## src/rtl/core/oasp_pkg.sv

```systemverilog
// Package for the overflow-aware stopwatch profiler core.
// Holds the operation codes, timing constants and controller/datapath structs.
// No dependencies.
package oasp_pkg;

    // Period of the free-running counter that the epoch extends
    localparam logic [31:0] COUNTER_PERIOD = 32'd65536;

    // Quotient bits produced by the average divider, one per cycle
    localparam int DIV_STEPS = 32;
    localparam int DIV_CNT_W = $clog2(DIV_STEPS);

    typedef enum logic [1:0] {
        OP_CLEAR = 2'd0,
        OP_START = 2'd1,
        OP_STOP  = 2'd2,
        OP_QUERY = 2'd3
    } t_op;

    // Controller to datapath
    typedef struct packed {
        logic load;      // capture the input transfer
        logic calc;      // epoch difference and partial elapsed terms
        logic update;    // apply operation, seed divider
        logic div_step;  // one restoring division step
        logic out_load;  // fill the output register
    } t_dp_cmd;

    // Datapath to controller
    typedef struct packed {
        logic out_free;  // output register empty or draining this cycle
    } t_dp_status;

endpackage

```

## src/rtl/core/oasp_if.sv

```systemverilog
// Stream interfaces for the profiler core: input events and result items.
// Valid/ready handshake; depends on no package.
interface oasp_in_if;
    logic        valid;
    logic        ready;
    logic [1:0]  operation;
    logic [15:0] counter_value;
    logic [31:0] epoch;

    modport source (output valid, output operation, output counter_value, output epoch,
                    input ready);
    modport sink   (input valid, input operation, input counter_value, input epoch,
                    output ready);
endinterface

interface oasp_out_if;
    logic        valid;
    logic        ready;
    logic        active;
    logic [31:0] current_ticks;
    logic [31:0] total_ticks;
    logic [15:0] iteration_count;
    logic [31:0] average_ticks;

    modport source (output valid, output active, output current_ticks, output total_ticks,
                    output iteration_count, output average_ticks, input ready);
    modport sink   (input valid, input active, input current_ticks, input total_ticks,
                    input iteration_count, input average_ticks, output ready);
endinterface

```

## src/rtl/core/oasp_ctrl.sv

```systemverilog
// Sequencer for the profiler: capture, elapsed calc, update, divide, output.
// Depends on oasp_pkg.
module oasp_ctrl (
    input  logic                i_clk,
    input  logic                i_rst_n,
    input  logic                i_in_valid,
    output logic                o_in_ready,
    input  oasp_pkg::t_dp_status i_status,
    output oasp_pkg::t_dp_cmd   o_cmd
);
    import oasp_pkg::*;

    typedef enum logic [2:0] {
        S_IDLE,
        S_CALC,
        S_UPD,
        S_DIV,
        S_DONE
    } t_state;

    t_state                 r_state, n_state;
    logic                   r_in_ready, n_in_ready;
    logic [DIV_CNT_W-1:0]   r_cnt, n_cnt;
    logic                   in_xfer;

    assign in_xfer    = i_in_valid && r_in_ready;
    assign o_in_ready = r_in_ready;

    always_comb begin
        n_state    = r_state;
        n_in_ready = r_in_ready;
        n_cnt      = r_cnt;
        o_cmd      = '0;
        unique case (r_state)
            S_IDLE: begin
                if (in_xfer) begin
                    o_cmd.load = 1'b1;
                    n_in_ready = 1'b0;
                    n_state    = S_CALC;
                end
            end
            S_CALC: begin
                o_cmd.calc = 1'b1;
                n_state    = S_UPD;
            end
            S_UPD: begin
                o_cmd.update = 1'b1;
                n_cnt        = '0;
                n_state      = S_DIV;
            end
            S_DIV: begin
                o_cmd.div_step = 1'b1;
                n_cnt          = r_cnt + 1'b1;
                if (r_cnt == DIV_CNT_W'(DIV_STEPS - 1)) begin
                    n_state = S_DONE;
                end
            end
            S_DONE: begin
                if (i_status.out_free) begin
                    o_cmd.out_load = 1'b1;
                    n_in_ready     = 1'b1;
                    n_state        = S_IDLE;
                end
            end
            default: n_state = S_IDLE;
        endcase
    end

    always_ff @(posedge i_clk) begin
        if (!i_rst_n) begin
            r_state    <= S_IDLE;
            r_in_ready <= 1'b1;
            r_cnt      <= '0;
        end else begin
            r_state    <= n_state;
            r_in_ready <= n_in_ready;
            r_cnt      <= n_cnt;
        end
    end

    a_ready_only_idle: assert property (@(posedge i_clk) disable iff (!i_rst_n)
        r_in_ready |-> r_state == S_IDLE)
        else $error("input ready outside idle");

    a_div_full_length: assert property (@(posedge i_clk) disable iff (!i_rst_n)
        (r_state == S_UPD) |=> ##(DIV_STEPS) (r_state == S_DONE))
        else $error("divider did not run the full step count");

endmodule

```

## src/rtl/core/oasp_datapath.sv

```systemverilog
// Datapath for the profiler: stopwatch state, elapsed-tick arithmetic,
// restoring divider for the average, and the output register. Depends on oasp_pkg.
module oasp_datapath (
    input  logic                 i_clk,
    input  logic                 i_rst_n,
    input  oasp_pkg::t_dp_cmd    i_cmd,
    output oasp_pkg::t_dp_status o_status,
    input  logic [1:0]           i_operation,
    input  logic [15:0]          i_counter_value,
    input  logic [31:0]          i_epoch,
    output logic                 o_valid,
    input  logic                 i_ready,
    output logic                 o_active,
    output logic [31:0]          o_current_ticks,
    output logic [31:0]          o_total_ticks,
    output logic [15:0]          o_iteration_count,
    output logic [31:0]          o_average_ticks
);
    import oasp_pkg::*;

    // Captured transfer
    t_op         r_op;
    logic [15:0] r_cval;
    logic [31:0] r_ep;

    // Stopwatch state
    logic        r_running, n_running;
    logic [15:0] r_start_count, n_start_count;
    logic [31:0] r_start_epoch, n_start_epoch;
    logic [31:0] r_last, n_last;
    logic [31:0] r_acc, n_acc;
    logic [15:0] r_comp, n_comp;

    // Elapsed terms
    logic [31:0] r_prod, r_short, r_cur, n_cur;
    logic        r_gt1;
    logic [31:0] epoch_diff, elapsed;

    // Divider
    logic [31:0] r_quo;
    logic [15:0] r_rem;
    logic [16:0] trial;
    logic        q_bit;

    // Output register
    logic        r_out_valid;
    logic        r_out_active;
    logic [31:0] r_out_cur, r_out_total, r_out_avg;
    logic [15:0] r_out_count;

    assign epoch_diff = r_ep - r_start_epoch;
    assign elapsed    = r_gt1 ? r_prod + r_short : r_short;

    always_comb begin
        n_running     = r_running;
        n_start_count = r_start_count;
        n_start_epoch = r_start_epoch;
        n_last        = r_last;
        n_acc         = r_acc;
        n_comp        = r_comp;
        n_cur         = r_running ? elapsed : r_last;
        unique case (r_op)
            OP_CLEAR: begin
                n_running = 1'b0;
                n_last    = '0;
                n_acc     = '0;
                n_comp    = '0;
                n_cur     = '0;
            end
            OP_START: begin
                if (!r_running) begin
                    n_running     = 1'b1;
                    n_last        = '0;
                    n_start_count = r_cval;
                    n_start_epoch = r_ep;
                    n_cur         = '0;   // same reading as the start point
                end
            end
            OP_STOP: begin
                if (r_running) begin
                    n_running = 1'b0;
                    n_last    = elapsed;
                    n_acc     = r_acc + elapsed;
                    n_comp    = r_comp + 1'b1;
                    n_cur     = elapsed;
                end
            end
            OP_QUERY: ;
            default: ;
        endcase
    end

    assign trial = {r_rem, r_quo[31]};
    assign q_bit = trial >= {1'b0, r_comp};

    always_ff @(posedge i_clk) begin
        if (!i_rst_n) begin
            r_running     <= 1'b0;
            r_start_count <= '0;
            r_start_epoch <= '0;
            r_last        <= '0;
            r_acc         <= '0;
            r_comp        <= '0;
            r_out_valid   <= 1'b0;
        end else begin
            if (i_cmd.update) begin
                r_running     <= n_running;
                r_start_count <= n_start_count;
                r_start_epoch <= n_start_epoch;
                r_last        <= n_last;
                r_acc         <= n_acc;
                r_comp        <= n_comp;
            end
            if (i_cmd.out_load) begin
                r_out_valid <= 1'b1;
            end else if (i_ready) begin
                r_out_valid <= 1'b0;
            end
        end
    end

    always_ff @(posedge i_clk) begin
        if (i_cmd.load) begin
            r_op   <= t_op'(i_operation);
            r_cval <= i_counter_value;
            r_ep   <= i_epoch;
        end
        if (i_cmd.calc) begin
            r_gt1  <= epoch_diff > 32'd1;
            r_prod <= (epoch_diff - 32'd1) * COUNTER_PERIOD;
            // pending overflow shows as a reading below the start value
            if (epoch_diff != '0 || r_cval < r_start_count) begin
                r_short <= COUNTER_PERIOD - {16'd0, r_start_count} + {16'd0, r_cval};
            end else begin
                r_short <= {16'd0, r_cval} - {16'd0, r_start_count};
            end
        end
        if (i_cmd.update) begin
            r_cur <= n_cur;
            r_quo <= n_acc;
            r_rem <= '0;
        end else if (i_cmd.div_step) begin
            r_quo <= {r_quo[30:0], q_bit};
            r_rem <= q_bit ? 16'(trial - {1'b0, r_comp}) : trial[15:0];
        end
        if (i_cmd.out_load) begin
            r_out_active <= r_running;
            r_out_cur    <= r_cur;
            r_out_total  <= r_acc;
            r_out_count  <= r_comp;
            r_out_avg    <= (r_comp == '0) ? '0 : r_quo;
        end
    end

    assign o_status.out_free = !r_out_valid || i_ready;
    assign o_valid           = r_out_valid;
    assign o_active          = r_out_active;
    assign o_current_ticks   = r_out_cur;
    assign o_total_ticks     = r_out_total;
    assign o_iteration_count = r_out_count;
    assign o_average_ticks   = r_out_avg;

    a_load_when_free: assert property (@(posedge i_clk) disable iff (!i_rst_n)
        i_cmd.out_load |-> o_status.out_free)
        else $error("output register overwritten");

    a_clear_idles: assert property (@(posedge i_clk) disable iff (!i_rst_n)
        (i_cmd.update && r_op == OP_CLEAR) |=> (!r_running && r_comp == '0))
        else $error("clear left state behind");

    a_count_step: assert property (@(posedge i_clk) disable iff (!i_rst_n)
        (i_cmd.update && r_op == OP_QUERY) |=> $stable(r_comp) && $stable(r_acc))
        else $error("query changed totals");

endmodule

```

## src/rtl/core/overflow_aware_stopwatch_profiler_core.sv

```systemverilog
// Top level of the overflow-aware stopwatch profiler.
// Depends on oasp_pkg, oasp_if, oasp_ctrl and oasp_datapath.
//
//  port    dir  handshake     payload
//  i_in    in   valid/ready   operation, counter_value, epoch
//  o_out   out  valid/ready   active, current_ticks, total_ticks,
//                             iteration_count, average_ticks
//
// One item at a time; from input transfer to a valid result, when the output is
// free: elapsed calc, state update, the bit-serial restoring divider that forms
// the average, then the output load.
// Input ready returns with the output load; no new item is taken before it.
// Reset is synchronous, active low, and zeroes all stopwatch state.
// A result waits in the output register; the next input transfer is taken
// while it waits, and that item stalls only at its own output step.
module overflow_aware_stopwatch_profiler_core (
    input  logic     i_clk,
    input  logic     i_rst_n,
    oasp_in_if.sink    i_in,
    oasp_out_if.source o_out
);
    import oasp_pkg::*;

    t_dp_cmd    cmd;
    t_dp_status status;

    oasp_ctrl u_ctrl (
        .i_clk      (i_clk),
        .i_rst_n    (i_rst_n),
        .i_in_valid (i_in.valid),
        .o_in_ready (i_in.ready),
        .i_status   (status),
        .o_cmd      (cmd)
    );

    oasp_datapath u_dp (
        .i_clk             (i_clk),
        .i_rst_n           (i_rst_n),
        .i_cmd             (cmd),
        .o_status          (status),
        .i_operation       (i_in.operation),
        .i_counter_value   (i_in.counter_value),
        .i_epoch           (i_in.epoch),
        .o_valid           (o_out.valid),
        .i_ready           (o_out.ready),
        .o_active          (o_out.active),
        .o_current_ticks   (o_out.current_ticks),
        .o_total_ticks     (o_out.total_ticks),
        .o_iteration_count (o_out.iteration_count),
        .o_average_ticks   (o_out.average_ticks)
    );

endmodule
```

## src/flat_wrapper.sv

```systemverilog
// flat-port wrapper written by rule: the top's interface ports become plain ports
module overflow_aware_stopwatch_profiler_core_flat import oasp_pkg::*;
  (i_clk, i_rst_n, i_in_valid, i_in_operation, i_in_counter_value, i_in_epoch, i_in_ready, o_out_valid, o_out_active, o_out_current_ticks, o_out_total_ticks, o_out_iteration_count, o_out_average_ticks, o_out_ready);
  oasp_in_if i_in_i ();
  oasp_out_if o_out_i ();
  input  logic i_clk;
  input  logic i_rst_n;
  input wire logic [$bits(i_in_i.valid)-1:0] i_in_valid;
  input wire logic [$bits(i_in_i.operation)-1:0] i_in_operation;
  input wire logic [$bits(i_in_i.counter_value)-1:0] i_in_counter_value;
  input wire logic [$bits(i_in_i.epoch)-1:0] i_in_epoch;
  output wire logic [$bits(i_in_i.ready)-1:0] i_in_ready;
  output wire logic [$bits(o_out_i.valid)-1:0] o_out_valid;
  output wire logic [$bits(o_out_i.active)-1:0] o_out_active;
  output wire logic [$bits(o_out_i.current_ticks)-1:0] o_out_current_ticks;
  output wire logic [$bits(o_out_i.total_ticks)-1:0] o_out_total_ticks;
  output wire logic [$bits(o_out_i.iteration_count)-1:0] o_out_iteration_count;
  output wire logic [$bits(o_out_i.average_ticks)-1:0] o_out_average_ticks;
  input wire logic [$bits(o_out_i.ready)-1:0] o_out_ready;
  assign i_in_i.valid = i_in_valid;
  assign i_in_i.operation = i_in_operation;
  assign i_in_i.counter_value = i_in_counter_value;
  assign i_in_i.epoch = i_in_epoch;
  assign i_in_ready = i_in_i.ready;
  assign o_out_valid = o_out_i.valid;
  assign o_out_active = o_out_i.active;
  assign o_out_current_ticks = o_out_i.current_ticks;
  assign o_out_total_ticks = o_out_i.total_ticks;
  assign o_out_iteration_count = o_out_i.iteration_count;
  assign o_out_average_ticks = o_out_i.average_ticks;
  assign o_out_i.ready = o_out_ready;
  overflow_aware_stopwatch_profiler_core u_core (.i_clk(i_clk), .i_rst_n(i_rst_n), .i_in(i_in_i), .o_out(o_out_i));
endmodule
```

## config.mk

```make
export PLATFORM = sky130hd
export DESIGN_NAME = overflow_aware_stopwatch_profiler_core_flat
export DESIGN_NICKNAME = d
export VERILOG_FILES = /design/src/rtl/core/oasp_pkg.sv /design/src/rtl/core/oasp_if.sv /design/src/rtl/core/oasp_ctrl.sv /design/src/rtl/core/oasp_datapath.sv /design/src/rtl/core/overflow_aware_stopwatch_profiler_core.sv /design/src/flat_wrapper.sv
export SDC_FILE = /design/constraint.sdc
export NUM_CORES = 1
export LEC_CHECK = 0
export BUFFER_PORTS_ARGS = -buffer_cell sky130_fd_sc_hd__buf_2
export CORE_MARGIN = 3
export CORE_UTILIZATION = 30
export DETAILED_ROUTE_END_ITERATION = 7
export MAX_ROUTING_LAYER = met4
export PLACE_DENSITY = 0.54
export SYNTH_ARGS = -nofsm -noshare
export SYNTH_HDL_FRONTEND = slang
export SYNTH_SLANG_ARGS = --single-unit
```

## constraint.sdc

```tcl
create_clock -name i_clk -period 6.8 [get_ports i_clk]
set_clock_uncertainty 0.05 [all_clocks]
set_input_delay 1.7 -clock i_clk [delete_from_list [all_inputs] [get_ports i_clk]]
set_output_delay 1.7 -clock i_clk [all_outputs]
set_load 0.005 [all_outputs]
```

==> results.sh <==
export IMPL_core_area_mm2=0.0721
export IMPL_cpPeakStageDelay_ps=640
export IMPL_crit_type="flip-flop to flip-flop"
export IMPL_crit_cells=23
export IMPL_cts_setup_buffers=0
export IMPL_route_top_layer_used="met4"
export IMPL_diodes=0
export IMPL_synth_edf_count=263
export IMPL_syn_area_mm2=0.0220
export IMPL_hold_ws_ps=341
export IMPL_cap_violations=0
export IMPL_tightest_slew_ps=1180
export IMPL_clk_latency_ps=600
export IMPL_finalSetupTns_ps=0
export IMPL_fmax_mhz=197
export IMPL_holdPathStages=0
export IMPL_reg2reg_depth=23
export IMPL_finalPower_mw=7.60
export IMPL_setup_violations=0
export IMPL_grt_remaining_overflow=0
export IMPL_port_buffers=168
export IMPL_wl_met3_mm=2.44
export IMPL_synthToLayoutAreaGrowth_pct=15.9
export IMPL_drt_wl_total_mm=54.6
export IMPL_p_leak_nw=9.56
export IMPL_cts_buffers_inserted=48
export IMPL_num_nets_final=2477
export IMPL_final_util=0.354
export IMPL_avgViaCountPerCell=4.89
export IMPL_hpwl_mm=40.4
export IMPL_synth_commonest_cells="263 x edfxtp_1, 209 x nand2_1, 155 x dfxtp_1, 134 x ha_1, 123 x o21ai_0"
export IMPL_io_pins=169
export IMPL_syn_inst=2132
export IMPL_cts_resized=0
export IMPL_synth_main_ff_cell="edfxtp_1"
export IMPL_clockRootBuffer="clkbuf_16"
export IMPL_ys_ff_latch=418
export IMPL_antenna_found_initial=0
export IMPL_yosysMostFrequentCell="edfxtp_1"
export IMPL_clk_pin_slew_ps=60
export IMPL_yosysUniqueCellTypes=77
export IMPL_status="completed"
export IMPL_gp_congestion=0.901
export IMPL_initial_utilization=0.305
export IMPL_period_share=0.746
export IMPL_ys_warnings_count=0
export IMPL_hp_class="flip-flop to flip-flop"
export IMPL_start_kind="flip-flop"
export IMPL_drc=0
export IMPL_ys_seq_area_frac=0.499
export IMPL_layout_setup_ws_ps=1730
export IMPL_num_vias=16000
export IMPL_num_rows=98
export IMPL_dieArea_mm2=0.0767
export IMPL_yosys_area_top_type_share=0.359
export IMPL_maxSlewViolCount=0
export IMPL_cp_top_family="compound AO/OA/AOI/OAI gates"
export IMPL_wl_met2_mm=23.9
export IMPL_crit_chain="ha_1 > a21o_1 > a21oi_1 > o21bai_1 > a21oi_1 > nor2b_1 > o21ai_0 > nand2b_1 > xor2_1 > a21oi_1 > inv_1 > ha_1 > a21oi_1 > o21bai_1 > a21o_1 > a21o_1 > a21oi_1 > o21ai_0 > a211oi_1 > xnor2_1 > nand2_1 > xor2_1 > o31ai_1"
export IMPL_synth_area_leader_cell="edfxtp_1"
export IMPL_rsz0062_at_grt="no"
export IMPL_async_reset_ff_frac=0
export IMPL_grt_max_degree=114
export IMPL_power_density_mw_per_mm2=298
export IMPL_wire_per_inst_um=16.7
export IMPL_grt_pass1_wl_mm=87.4
export IMPL_cts_buffer_depth=3
export IMPL_place_ws_ps=1720
export IMPL_crit_fanout=17
export IMPL_drtIter0Drc=913
export IMPL_first_pass_iters=5
export IMPL_cts_tree="built"
export IMPL_drive_above_1_share=0.124
export IMPL_die_y_um=277
export IMPL_maxSlewHeadroom=0.214
export IMPL_period_needed_ps=5070
export IMPL_required_ps=7170
export IMPL_yosys_top_cells_area="edfxtp_1 36%, dfxtp_1 14%, ha_1 7.6%, nand2_1 3.6%, xnor2_1 3.5%"
export IMPL_cts_htree_levels=2
export IMPL_crit_top_cell="a21oi_1"
export IMPL_ant_nets=0
export IMPL_synth_fp_nets=2326
export IMPL_wl_met1_mm=26.9
export IMPL_clock_sinks=418
export IMPL_critPathArrivalTime_ps=5440
export IMPL_hold_viol=0
export IMPL_critPathCaptureType="flip-flop"
export IMPL_grt_pass1_vias=15500
export IMPL_synth_area_per_cell_um2=10.3
export IMPL_cp_num_buf_inv=1
export IMPL_cts_hold_buf=0
export IMPL_cp_slowest_cell="edfxtp_1"
export IMPL_ir_drop_uv=211
export IMPL_die_x_um=277
export IMPL_gr_usage_all_layers=0.144
-- cells by family (layout without fill, tap and decap cells) --
logic type	Yosys count	in the layout	share of synthesized area
XOR/XNOR	130	130	0.0517
multiplexers	24	24	0.0111
flip-flops	418	418	0.499
buffers and inverters	204	395	0.0360
AO/OA/AOI/OAI	588	588	0.181
adder cells (fa/ha/maj)	140	140	0.0816
AND/OR/NAND/NOR	628	628	0.140
-- power by group --
part | leakage [nW] | internal [mW] | switching, mW | total (mW)
registers | 3.69 | 2.90 | 0.129 | 3.03
logic | 5.09 | 0.773 | 1.16 | 1.94
clock network | 0.774 | 1.56 | 1.08 | 2.63
-- sequential cells by signal (all words and copies together) (netlist names), 19 cells and up --
register                     cells
u_core.u_dp.r_quo               32
u_core.u_dp.r_ep                32
u_core.u_dp.o_total_ticks       32
u_core.u_dp.o_current_ticks     32
u_core.u_dp.r_last              32
u_core.u_dp.r_start_epoch       32
u_core.u_dp.r_short             19
u_core.u_dp.r_acc               32
u_core.u_dp.o_average_ticks     32
u_core.u_dp.r_cur               32
-- per-layer routing --
layer,GRT usage,vias up
met4,0.0407,0
met2,0.217,335
met3,0.0209,73
met1,0.201,7494
li1,-,8097
met5,-,-
-- path summary, 6_finish.rpt --
check / from / to / slack [ps]
max: u_core.u_dp.r_short[30] / u_core.u_dp.r_quo[31] / 1730
min: u_core.u_dp.r_cur[1] / u_core.u_dp.o_current_ticks[1] / 340
max reg2reg: u_core.u_dp.r_short[30] / u_core.u_dp.r_quo[31] / 1730
min reg2reg: u_core.u_dp.r_cur[1] / u_core.u_dp.o_current_ticks[1] / 340
-- area by class of cell --
cell class,count,area (um^2)
fillers,7311,46600
flip-flops and latches,418,11000
multi-input cells,1510,10300
clock buffers,60,1300
well taps,950,1190
repair buffers,184,976
inverters,121,454
clock inverters,30,340
-- metrics by stage --
step,instances,cell area (um^2)
finish,3273,25500
global route,3273,25500
CTS,3273,25500
detailed placement,3183,23900
global placement,3183,23900
floorplan,2132,22000
-- cells in the final DEF, fill, tap and decap left out, types with 27 or more instances in the layout --
cell type / instances
and2_1: 51
inv_1: 120
nand2_1: 209
xnor2_1: 87
ha_1: 134
nor3_1: 33
clkbuf_16: 49
a21o_1: 45
o21a_1: 27
nand3_1: 45
buf_2: 167
nor2_1: 115
a21oi_1: 121
a21boi_0: 58
nor2b_1: 55
edfxtp_1: 263
dfxtp_1: 155
xor2_1: 43
o21ai_0: 123
a22oi_1: 28
Power figures use the tool's default switching activity.
